===== src/range_reply_frame_parser_assert.svh =====
// Assertion macros used by the range reply frame parser.
`ifndef RANGE_REPLY_FRAME_PARSER_ASSERT_SVH
`define RANGE_REPLY_FRAME_PARSER_ASSERT_SVH

// Same-cycle implication, checked on the rising edge of clk outside reset.
`define RRFP_ASSERT_NOW(lbl, ante, cons, msg) \
  lbl: assert property (@(posedge clk) disable iff (rst) (ante) |-> (cons)) \
    else $error(msg);

// Next-cycle implication, checked on the rising edge of clk outside reset.
`define RRFP_ASSERT_NEXT(lbl, ante, cons, msg) \
  lbl: assert property (@(posedge clk) disable iff (rst) (ante) |=> (cons)) \
    else $error(msg);

`endif


===== src/rrfp_pkg.sv =====
// Types and constants of the range reply frame parser.
package rrfp_pkg;

  // Field and state widths.
  localparam int BYTE_W = 8;
  localparam int ACC_W  = 27;
  localparam int CNT_W  = 4;
  localparam int POS_W  = 5;
  localparam int PROD_W = ACC_W + 4;

  // Maximum number of leading digits taken from the value field.
  localparam logic [POS_W-1:0] NUMBER_DIGITS = 5'd8;

  // Frame bytes.
  localparam logic [BYTE_W-1:0] START_BYTE = 8'h25;  // '%'
  localparam logic [BYTE_W-1:0] STAR_BYTE  = 8'h2A;  // '*'
  localparam logic [BYTE_W-1:0] CR_BYTE    = 8'h0D;  // carriage return
  localparam logic [BYTE_W-1:0] TAG_BYTE0  = 8'h52;  // 'R'
  localparam logic [BYTE_W-1:0] TAG_BYTE1  = 8'h4D;  // 'M'
  localparam logic [BYTE_W-1:0] TAG_BYTE2  = 8'h44;  // 'D'
  localparam logic [BYTE_W-1:0] DIGIT_ZERO = 8'h30;  // '0'
  localparam logic [BYTE_W-1:0] DIGIT_NINE = 8'h39;  // '9'

  // Frame offsets.
  localparam logic [POS_W-1:0] TAG_OFFSET   = 5'd4;
  localparam logic [POS_W-1:0] VALUE_OFFSET = 5'd7;
  localparam logic [POS_W-1:0] POS_MAX      = 5'd31;

  // Saturation limits.
  localparam logic [ACC_W-1:0] ACC_MAX    = {ACC_W{1'b1}};
  localparam logic [CNT_W-1:0] DIGITS_MAX = {CNT_W{1'b1}};

  // Digit accumulator state passed between the top level and the digit unit.
  typedef struct packed {
    logic [ACC_W-1:0] value;
    logic [CNT_W-1:0] count;
    logic             stopped;
  } rrfp_digit_t;

endpackage


===== src/rrfp_digit_acc.sv =====
// Decimal digit accumulator: one multiply-by-ten step with saturation.
module rrfp_digit_acc
  import rrfp_pkg::*;
(
  input  logic              enable,
  input  logic [BYTE_W-1:0] rx_byte,
  input  rrfp_digit_t       cur,
  output rrfp_digit_t       nxt
);

  logic              is_digit;
  logic [BYTE_W-1:0] digit_value;
  logic [PROD_W-1:0] product;

  // Classify the byte and form value * 10 + digit.
  assign is_digit    = (rx_byte >= DIGIT_ZERO) && (rx_byte <= DIGIT_NINE);
  assign digit_value = rx_byte - DIGIT_ZERO;
  assign product     = ({4'd0, cur.value} << 3) + ({4'd0, cur.value} << 1)
                     + {{(PROD_W-BYTE_W){1'b0}}, digit_value};

  // Take the digit, or stop at the first non-digit.
  always_comb begin
    nxt = cur;
    if (enable && !cur.stopped) begin
      if (is_digit) begin
        if (product[PROD_W-1:ACC_W] != '0) begin
          nxt.value = ACC_MAX;
        end else begin
          nxt.value = product[ACC_W-1:0];
        end
        if (cur.count != DIGITS_MAX) begin
          nxt.count = cur.count + 1'b1;
        end
      end else begin
        nxt.stopped = 1'b1;
      end
    end
  end

endmodule


===== src/range_reply_frame_parser.sv =====
// Range reply frame parser: one reply byte per transaction in, one distance out
// per closed RMD frame. Each byte is registered at the input and then handled
// by the frame tracker and a multiply-by-ten accumulator, so the block takes
// one byte every clock cycle while the output is not stalled, and a frame's
// result is registered once its closing carriage return leaves the input
// register. A frame opens on '%', must carry "RMD" at offsets 4 to 6, takes
// up to eight leading decimal digits from offset 7 on and closes on "**"
// plus carriage return. The distance is reported as an integer count of
// ten-thousandths. When the output register is held by a stalled sink, one
// more byte is still taken into the input register before the input stalls.
module range_reply_frame_parser
  import rrfp_pkg::*;
(
  input  logic        clk,
  input  logic        rst,
  input  logic        s_tvalid,
  output logic        s_tready,
  input  logic [7:0]  s_tdata,   // [7:0] rx_byte
  output logic        m_tvalid,
  input  logic        m_tready,
  output logic [31:0] m_tdata    // [26:0] distance_ticks, [30:27] digit_count, [31] zero
);

  `include "range_reply_frame_parser_assert.svh"

  // Input register.
  logic              in_valid;
  logic [BYTE_W-1:0] in_byte;

  // Frame state.
  logic              in_frame;
  logic [POS_W-1:0]  frame_position;
  logic              tag_matched;
  rrfp_digit_t       digits;
  logic [15:0]       last_two_bytes;

  // Next values.
  logic              in_frame_next;
  logic [POS_W-1:0]  frame_position_next;
  logic              tag_matched_next;
  rrfp_digit_t       digits_next;
  rrfp_digit_t       digits_step;
  logic [15:0]       last_two_bytes_next;

  // Output register.
  logic              out_valid;
  logic [ACC_W-1:0]  distance_ticks;
  logic [CNT_W-1:0]  digit_count;

  logic              advance;
  logic              process;
  logic              in_window;
  logic              closing;
  logic              emit;

  // Handshake: the input register moves on when the output register is free.
  assign advance  = !out_valid || m_tready;
  assign s_tready = !in_valid || advance;
  assign process  = in_valid && advance;

  always_ff @(posedge clk) begin
    if (rst) begin
      in_valid <= 1'b0;
    end else if (s_tready) begin
      in_valid <= s_tvalid;
    end
  end

  always_ff @(posedge clk) begin
    if (s_tvalid && s_tready) begin
      in_byte <= s_tdata;
    end
  end

  // Value field window and digit accumulation.
  assign in_window = (frame_position >= VALUE_OFFSET)
                  && (frame_position < VALUE_OFFSET + NUMBER_DIGITS);

  rrfp_digit_acc u_digit_acc (
    .enable  (in_window),
    .rx_byte (in_byte),
    .cur     (digits),
    .nxt     (digits_step)
  );

  assign closing = (in_byte == CR_BYTE) && (last_two_bytes == {STAR_BYTE, STAR_BYTE});

  // Frame tracking: start, tag check, terminator and position count.
  always_comb begin
    in_frame_next       = in_frame;
    frame_position_next = frame_position;
    tag_matched_next    = tag_matched;
    digits_next         = digits;
    last_two_bytes_next = last_two_bytes;
    emit                = 1'b0;
    if (!in_frame) begin
      if (in_byte == START_BYTE) begin
        in_frame_next       = 1'b1;
        frame_position_next = 5'd1;
        tag_matched_next    = 1'b0;
        digits_next         = '0;
        last_two_bytes_next = '0;
      end
    end else begin
      if (frame_position == TAG_OFFSET) begin
        tag_matched_next = (in_byte == TAG_BYTE0);
      end else if (frame_position == TAG_OFFSET + 5'd1) begin
        tag_matched_next = tag_matched && (in_byte == TAG_BYTE1);
      end else if (frame_position == TAG_OFFSET + 5'd2) begin
        tag_matched_next = tag_matched && (in_byte == TAG_BYTE2);
      end
      digits_next         = digits_step;
      last_two_bytes_next = {last_two_bytes[7:0], in_byte};
      if (frame_position != POS_MAX) begin
        frame_position_next = frame_position + 1'b1;
      end
      if (closing) begin
        in_frame_next       = 1'b0;
        frame_position_next = '0;
        emit                = tag_matched_next;
      end
    end
  end

  always_ff @(posedge clk) begin
    if (rst) begin
      in_frame       <= 1'b0;
      frame_position <= '0;
      tag_matched    <= 1'b0;
      digits         <= '0;
      last_two_bytes <= '0;
    end else if (process) begin
      in_frame       <= in_frame_next;
      frame_position <= frame_position_next;
      tag_matched    <= tag_matched_next;
      digits         <= digits_next;
      last_two_bytes <= last_two_bytes_next;
    end
  end

  // Result register.
  always_ff @(posedge clk) begin
    if (rst) begin
      out_valid <= 1'b0;
    end else if (advance) begin
      out_valid <= process && emit;
    end
  end

  always_ff @(posedge clk) begin
    if (process && emit) begin
      distance_ticks <= digits_next.value;
      digit_count    <= digits_next.count;
    end
  end

  assign m_tvalid = out_valid;
  assign m_tdata  = {1'b0, digit_count, distance_ticks};

  // Checks on the frame tracker and the input register.
  `RRFP_ASSERT_NEXT(a_result_closes_frame, process && emit, !in_frame,
    "frame still open after a result was produced")
  `RRFP_ASSERT_NOW(a_idle_position_zero, !in_frame, frame_position == '0,
    "frame position not zero while idle")
  `RRFP_ASSERT_NOW(a_digit_limit, 1'b1, {1'b0, digits.count} <= NUMBER_DIGITS,
    "more digits taken than the value field allows")
  `RRFP_ASSERT_NOW(a_no_digits_no_value, digits.count == '0, digits.value == '0,
    "value accumulated without any digit")
  `RRFP_ASSERT_NEXT(a_input_holds, in_valid && !advance, in_valid && $stable(in_byte),
    "input register changed while stalled")

endmodule


===== config.mk =====
export PLATFORM = sky130hd
export DESIGN_NAME = range_reply_frame_parser
export DESIGN_NICKNAME = d
export VERILOG_FILES = /design/src/rrfp_pkg.sv /design/src/rrfp_digit_acc.sv /design/src/range_reply_frame_parser.sv
export VERILOG_INCLUDE_DIRS = /design/src /design/src/src
export SDC_FILE = /design/constraint.sdc
export NUM_CORES = 1
export LEC_CHECK = 0
export ABC_CLOCK_PERIOD_IN_PS = 6050
export BUFFER_PORTS_ARGS = -buffer_cell sky130_fd_sc_hd__buf_2
export CORE_ASPECT_RATIO = 1.75
export CORE_MARGIN = 2
export CORE_UTILIZATION = 63
export CTS_BUF_LIST = sky130_fd_sc_hd__clkbuf_8
export DETAILED_ROUTE_END_ITERATION = 16
export GPL_TIMING_DRIVEN = 0
export PLACE_DENSITY = 0.83
export SKIP_LAST_GASP = 1
export SLEW_MARGIN = 20
export SYNTH_ARGS = -nofsm -noshare
export SYNTH_HDL_FRONTEND = slang
export SYNTH_SLANG_ARGS = --single-unit
export TNS_END_PERCENT = 10

===== constraint.sdc =====
create_clock -name clk -period 6.05 [get_ports clk]
set_input_delay 0.605 -clock clk [delete_from_list [all_inputs] [get_ports clk]]
set_output_delay 0.605 -clock clk [all_outputs]
set_load 0.01 [all_outputs]

==> run summary, run 1 <==
The run finished with clean final reports. The DRC violation count after routing is 0. The pin slew with the least headroom to its limit is 1050 ps.

Sorting the synthesized cells by area gives the leading types as edfxtp_1 (19%), dfxtp_1 (18%), ha_1 (12%), a21oi_1 (4.7%), o21ai_0 (4.3%). The CTS H-tree depth is 3. In the synthesized netlist the async set-or-reset flop fraction comes to 0. The worst pin sits at a relative slew slack of 0.296. After synthesis, the largest family of logic cells by area is compound AO/OA/AOI/OAI gates.

The final setup violation count is 0. Across every metal layer, demand over resource in global routing totals 0.343. The clock insertion delay at the later pin of the skew report came out at 370 ps. The initial standard-cell utilization of the core is 0.640. The endpoint kind of the worst setup timing path is a flop. The average instance area after synthesis is 8.88 um2.

The share of the Yosys chip area taken by registers is 0.369. The library cell occupying the most area in the post-synthesis netlist is edfxtp_1. Of the available clock period, the critical path in the final layout requires 0.804. The worst setup path is of the reg2reg kind. The hold violation total from the final report is 0. Of the total synthesized cell area, the portion taken by full adders, half adders and majority gates is 0.137. Setup repair after global routing left no endpoint under its margin. For this run, the leading register cell type out of synthesis is dfxtp_1. Counting flops with a built-in enable in the synthesized netlist gives 39.

The clock root buffer master is clkbuf_8. The clock-pin transition on the worst setup and hold timing paths is 90 ps. Synthesis produced a netlist with a net count of 783. Data on the critical path is required at its endpoint by 6170 ps. Static timing analysis puts the maximum clock frequency at 0.206 GHz.

For this run the aggregate overflow at the end of global routing stands at 0. The via-per-instance ratio came out at 6.58. The final count of pins violating max slew came out at 0. The pin count of the biggest net entering global routing is 15.

After clock tree synthesis, the setup repair step added 0 buffers. The post-route worst setup slack came out at 1190 ps. In this run, post-CTS repair resized a total of 0 instances. In the synthesized netlist, the number of instances is 706.

Of all nets on the critical path, the largest fanout is 10. TritonCTS built the clock tree. Across the run, the number of max-cap violations was 0. The data arrival time of the critical path is 4990 ps. The die covers 0.0108 mm2. Timing analysis after detailed placement gives a worst setup slack of 1240 ps. The cell area after synthesis came out at 0.00627 mm2. The global placement routability congestion is 0.910.

The floorplan row count is 48. The worst-case IR drop observed on VDD is 0.163 mV. Leaving out fill and tap cells, the most frequent cell in the layout is nor2_1. The worst clock skew came out at 14.5 ps. The floorplan step defined a core boundary enclosing 0.00979 mm2.

The number of buffers inserted by port buffering came out at 44. After detailed routing, the average wire length per cell comes to 20.1 um. The total wirelength of the detailed-routed design is 18000 um. The width of the die is 79.4 um. The type of the most critical hold path is in2reg. The number of different library cells in the post-synthesis netlist is 71.

Of the total synthesized cell area, the portion taken by XOR and XNOR cells is 0.0377. The fraction of layout cells with a size suffix above 1 is 0.126. After detailed placement, the design holds a cell count of 879. Counting flops and latches in the post-synthesis netlist gives 96.

The first detailed-routing pass ran for 8 iterations. The proportion of netlist area held by the largest area contributor is 0.187. The layout-stage area growth over the synthesis result came out at 9.32%. The I/O pin total came out at 46. The fraction of synthesized area in multiplexers came out at 0. The repair_antennas step left the layout with diodes totalling 0. The standby leakage power is 2.94 nW.

The CTS buffer count came out at 9. The wire length of the first global-routing pass is 28200 um. The basic-gate share of the synthesized area counting and, or, nand and nor cells came out at 0.178. The vertical die dimension came out at 136 um. The number of violations reported at the end of detailed-routing iteration 0 came out at 553. The count of cells in the finished layout, fillers not included, comes to 895. The count of hold-fix buffers inserted at cts came out at 0. The complex-gate fraction of the synthesized area came out at 0.236. The via count is 5888. The final layout net count came out at 842.

The element type at the critical path start is a flop. The final standard cell utilization of the core is 0.700. The initial antenna violation count is 0. The power density over cell area came out at 167 mW/mm2. The detailed-placement wirelength estimate is 13700 um. The maximum count of clock buffers along a single path came out at 2.

Once detail routing completed, the nets flagged for antenna violations numbered 0. For this run, the number of Yosys warnings is 0. The clock sink count came out at 96. The via count of the first global-routing pass came out at 5856. The library cells used most frequently in the layout, excluding fill and tap cells, are nor2_1 (71), nand2_1 (67), a21oi_1 (59), ha_1 (59), dfxtp_1 (57).

The overall power consumption came out at 1.14 mW. The time the worst path needs with I/O delays and setup is 4860 ps.
## metrics by stage
step | cell area [um2] | setup TNS [ps] | hold slack (ps)
finish | 6850 | 0 | 406
CTS | 6850 | 0 | 397
global route | 6850 | 0 | 393
floorplan | 6270 | 0 | 450
detailed placement | 6670 | 0 | 485
global placement | 6650 | -18410 | 471
## critical path, stage by stage, from the launching register on
cell      delay (ps)
edfxtp_1         360
buf_2            180
a21oi_1          160
xor2_1           220
fa_1             460
ha_1             460
o211ai_1         140
a21oi_1          330
o21ai_1          190
a21oi_1          370
a21oi_2          110
xnor2_1          150
nor4_2           900
buf_6            270
nand2_2           70
a31o_1           230
## registers in the layout, indices dropped and copies added (netlist names)
register,flops
digits,32
distance_ticks,27
last_two_bytes,16
in_byte,8
frame_position,5
digit_count,4
in_frame,1
in_valid,1
m_tvalid,1
tag_matched,1
## power breakdown
part / internal [mW] / switching [mW]
registers: 0.674 / 0.00788
clock network: 0.184 / 0.220
logic: 0.0197 / 0.0388
## worst paths after layout
check                  start  cells after the start  slack [ps]            endpoint
hold / removal    s_tdata[0]                      1         410          in_byte[0]
setup / recovery  in_byte[6]                     15        1190  distance_ticks[23]
setup reg to reg  in_byte[6]                     15        1190  distance_ticks[23]
hold reg to reg    digits[4]                      2         490           digits[4]
## synth_stat cells, types with 13 or more instances
cell and n:
nor3_1 14, nand2_1 67, edfxtp_1 39, dfxtp_1 57
o21ai_0 54, ha_1 59, inv_1 20, a21oi_1 59
a22oi_1 20, xor2_1 14, clkbuf_1 26, nor2_1 71
xnor2_1 13
## layer usage
layer  vias to the layer above  track usage  routed length, um
met5                         -            0                  0
met4                         0        0.241               1150
met3                        92       0.0465               1040
met2                       275        0.631               9580
met1                      2787        0.346               6270
li1                       2734            -                  -
## area by class of cell
class	count	area [um2]
clock inverter	7	55.1
clock buffer	9	124
multi-input combinational	551	3700
buffer	39	184
fill	758	2940
timing repair buffer	48	243
inverter	20	75.1
sequential	96	2310
tap	125	156
## logic make-up after synthesis
family	count (synthesis)
flops	96
simple gates	229
fa+ha+maj	65
other cells	1
xor+xnor	27
buf+inv	59
compound gates	229
No activity file was read; power rests on OpenSTA's default activity.
==> run 2: changes to the inputs <==
--- a/config.mk
+++ b/config.mk
@@ -6,15 +6,15 @@
 export SDC_FILE = /design/constraint.sdc
 export NUM_CORES = 1
 export LEC_CHECK = 0
-export ABC_CLOCK_PERIOD_IN_PS = 6050
+export ABC_CLOCK_PERIOD_IN_PS = 4250
 export BUFFER_PORTS_ARGS = -buffer_cell sky130_fd_sc_hd__buf_2
 export CORE_ASPECT_RATIO = 1.75
 export CORE_MARGIN = 2
-export CORE_UTILIZATION = 63
+export CORE_UTILIZATION = 57
 export CTS_BUF_LIST = sky130_fd_sc_hd__clkbuf_8
 export DETAILED_ROUTE_END_ITERATION = 16
 export GPL_TIMING_DRIVEN = 0
-export PLACE_DENSITY = 0.83
+export PLACE_DENSITY = 0.79
 export SKIP_LAST_GASP = 1
 export SLEW_MARGIN = 20
 export SYNTH_ARGS = -nofsm -noshare
==> constraint.sdc (replaced) <==
create_clock -name clk -period 4.25 [get_ports clk]
set_input_delay 0.425 -clock clk [delete_from_list [all_inputs] [get_ports clk]]
set_output_delay 0.425 -clock clk [all_outputs]
set_load 0.01 [all_outputs]
==> run 2 against run 1 <==
  * Fmax up 19%
  * Die area up 10%
  * Critical path type unchanged
  * Via count about the same
  * Global-route usage down 3.4 points
  * Total power up 47%
  * Largest power group unchanged
==> run summary, run 2 (synthesis gave the netlist of run 1 again) <==
The detailed-placement wirelength estimate is 13900 um (was 13700 um). The flip-flop count of the largest register after layout is 32 (unchanged). The sequential share of power is 0.576 (was 0.596). The endpoint kind of the worst setup timing path was a flop (unchanged).

The overall power consumption came out at 1.68 mW (was 1.14 mW). The required time at the worst-slack endpoint came out at 4440 ps (was 6170 ps). The I/O pin total is 46 (unchanged). The cell total after placement came out at 882 (was 879). The via count was 5884 (was 5888).

The DRC violation count after routing was 0 (unchanged). Biggest registers after layout: digits (32), distance_ticks (27), last_two_bytes (16) (unchanged). The global-route usage over all layers came to 0.309 (was 0.343). The highest-utilization routing layer at the global route stage is met2 (unchanged). The met2 track demand over resource is 0.573 (was 0.631). The via count of the first global-routing pass is 5815 (was 5856).

The layout-stage area growth over the synthesis result is 14.2% (was 9.32%). The clock insertion delay at the later pin of the skew report is 380 ps (was 370 ps). The count of maximum capacitance violations was 0 (unchanged). The pre-CTS setup slack came out at -552 ps (was 1240 ps). The via-per-instance ratio is 6.44 (was 6.58). Most frequent cells in the layout: nor2_1 (70), nand2_1 (67), dfxtp_1 (57) (was nor2_1 (71), nand2_1 (67), a21oi_1 (59), ha_1 (59), dfxtp_1 (57)). The overall die area is 0.0119 mm2 (was 0.0108 mm2). The most common cell after layout, fill and taps aside is nor2_1 (unchanged). The met1 routing resource usage after global routing came out at 0.318 (was 0.346). The share of the clock period used by the worst path came out at 0.958 (was 0.804). The number of violations reported at the end of detailed-routing iteration 0 is 462 (was 553). The final count of pins violating max slew is 0 (unchanged). The TritonCTS clock tree was built (unchanged). The number of buffers inserted by port buffering came out at 44 (unchanged).

The final global-route overflow total was 0 (unchanged). The data arrival time of the critical path came to 4260 ps (was 4990 ps). The normalized max-slew margin came to 0.484 (was 0.296). The final standard cell utilization of the core is 0.669 (was 0.700).

The final layout net count is 855 (was 842). The antenna cell count came out at 0 (unchanged). The CTS buffer count came out at 9 (unchanged). The type of the most critical hold path is in2reg (unchanged). The worst vdd rail ir drop came out at 0.263 mV (was 0.163 mV). The clock-pin transition on the worst setup and hold timing paths was 90 ps (about the same). The start-to-end type of the worst setup path is reg2reg (unchanged). The maximum count of clock buffers along a single path came out at 2 (unchanged). The final setup violation count came out at 0 (unchanged). The initial antenna violation count is 0 (unchanged). The fmax is 0.246 GHz (was 0.206 GHz).

The pin slew with the least headroom to its limit is 771 ps (was 1050 ps). The post-route worst setup slack is 177 ps (was 1190 ps). The met3 track demand over resource in global routing was 0.0457 (was 0.0465).

The top register by number of flip-flops was digits (unchanged). The number of detailed-route iterations in the first pass is 6 (was 8). The power density over cell area is 235 mW/mm2 (was 167 mW/mm2). The initial standard-cell utilization of the core is 0.586 (was 0.640).

The area inside the core boundary came to 0.0107 mm2 (was 0.00979 mm2). The floorplan row count came out at 50 (was 48). The portion of total power attributed to combinational logic is 0.061 (was 0.051).

The time the worst path needs with I/O delays and setup is 4070 ps (was 4860 ps). The clock root buffer master is clkbuf_8 (unchanged). The global placement routability congestion is 0.916 (was 0.910). The net switching power of the design is 397 uW (was 267 uW). The switching share of power was 0.236 (was 0.233). The filler-free cell count of the finished design came out at 913 (was 895). The clock sink count came out at 96 (unchanged). The internal power summed over all cells came to 1.29 mW (was 878 uW). Unrepaired setup endpoints after global routing: no (unchanged). The count of nets left with antenna violations after detail routing is 0 (unchanged). The count of hold-fix buffers inserted at cts came out at 0 (unchanged). The smallest hold slack came out at 221 ps (was 406 ps). Result of the run: complete, no violations (unchanged). The wire length of the first global-routing pass is 28500 um (was 28200 um).

The fraction of layout cells with a size suffix above 1 was 0.171 (was 0.126). The maximum net fanout on the critical path came out at 7 (was 10). The standby leakage power is 3.06 nW (was 2.94 nW). The element type at the critical path start is a flop (unchanged). The wire length per cell after detailed routing was 20.1 um (about the same). The pin count of the biggest net entering global routing came out at 16 (was 15). The portion of total power attributed to the clock network came to 0.363 (was 0.353). The total wirelength of the detailed-routed design is 18400 um (was 18000 um). The vertical die dimension was 143 um (was 136 um).

The hold violation total from the final report is 0 (unchanged). The CTS H-tree depth came to 3 (unchanged). The worst clock skew is 13.8 ps (was 14.5 ps). The width of the die is 83.3 um (was 79.4 um).
-- run 2: changes by cell type in the layout (fill, tap and decap cells not counted), sizes merged --
cell,previous run,this run
buf,61,74
clkbuf,35,36
inv,22,21
clkinvlp,0,1
clkinv,4,3
-- run 2: path summary, 6_finish.rpt --
kind / to / start / slack, ps / depth (start not counted)
worst max register to register: distance_ticks[25] / in_byte[4] / 180 / 16
worst min-delay path: in_byte[4] / s_tdata[4] / 220 / 1
worst max-delay path: distance_ticks[25] / in_byte[4] / 180 / 16
worst min register to register: digits[4] / digits[4] / 510 / 2
-- run 2: layout make-up --
cell class                 count  area, um2
buffer                        38        179
inverter                      20       75.1
timing repair buffer          62        370
fill                         909       3540
tap                          130        163
clock inverter                 6       60.1
sequential                    96       2310
clock buffer                  10        138
multi-input combinational    551       3860
-- run 2: repair_timing --
| item | in CTS | in global routing |
|---|---|---|
| setup endpoints to repair | 54 | 44 |
| hold endpoints to repair | 0 | 0 |
| pin swaps | 4 | 11 |
| setup buffers | 7 | 9 |
| resized for setup | 13 | 14 |
-- run 2: through the flow --
stage	TNS [ps]	area [um2]
after floorplan	0	6270
after global placement	-30830	6660
after detailed placement	-14850	6700
after CTS	0	7030
after global routing	0	7160
final	0	7160
-- run 2: critical path, cell delays in order (launching register included) --
cell	delay, ps
edfxtp_1	460
buf_4	180
a21oi_2	160
xor2_2	190
fa_1	470
ha_4	180
a21oi_1	220
o21ai_0	180
nand2_1	160
nand4_4	150
and4_1	250
a2111oi_2	470
nor4_4	50
buf_4	180
and2_1	150
buf_2	170
a211oi_1	270
-- run 2: layer usage --
metal | routed length, um | vias to the layer above
met5 | 0 | -
met4 | 1140 | 0
met3 | 1040 | 82
met2 | 9690 | 256
met1 | 6480 | 2791
li1 | - | 2755
-- run 2: power groups by stage --
stage	Sequential (mW)	Clock, mW	Combinational, mW
floorplan	0.987	0	0.0532
global placement	0.991	0	0.0773
detailed placement	0.991	0	0.0793
CTS	0.969	0.612	0.0894
global route	0.971	0.642	0.111
finish	0.970	0.611	0.103
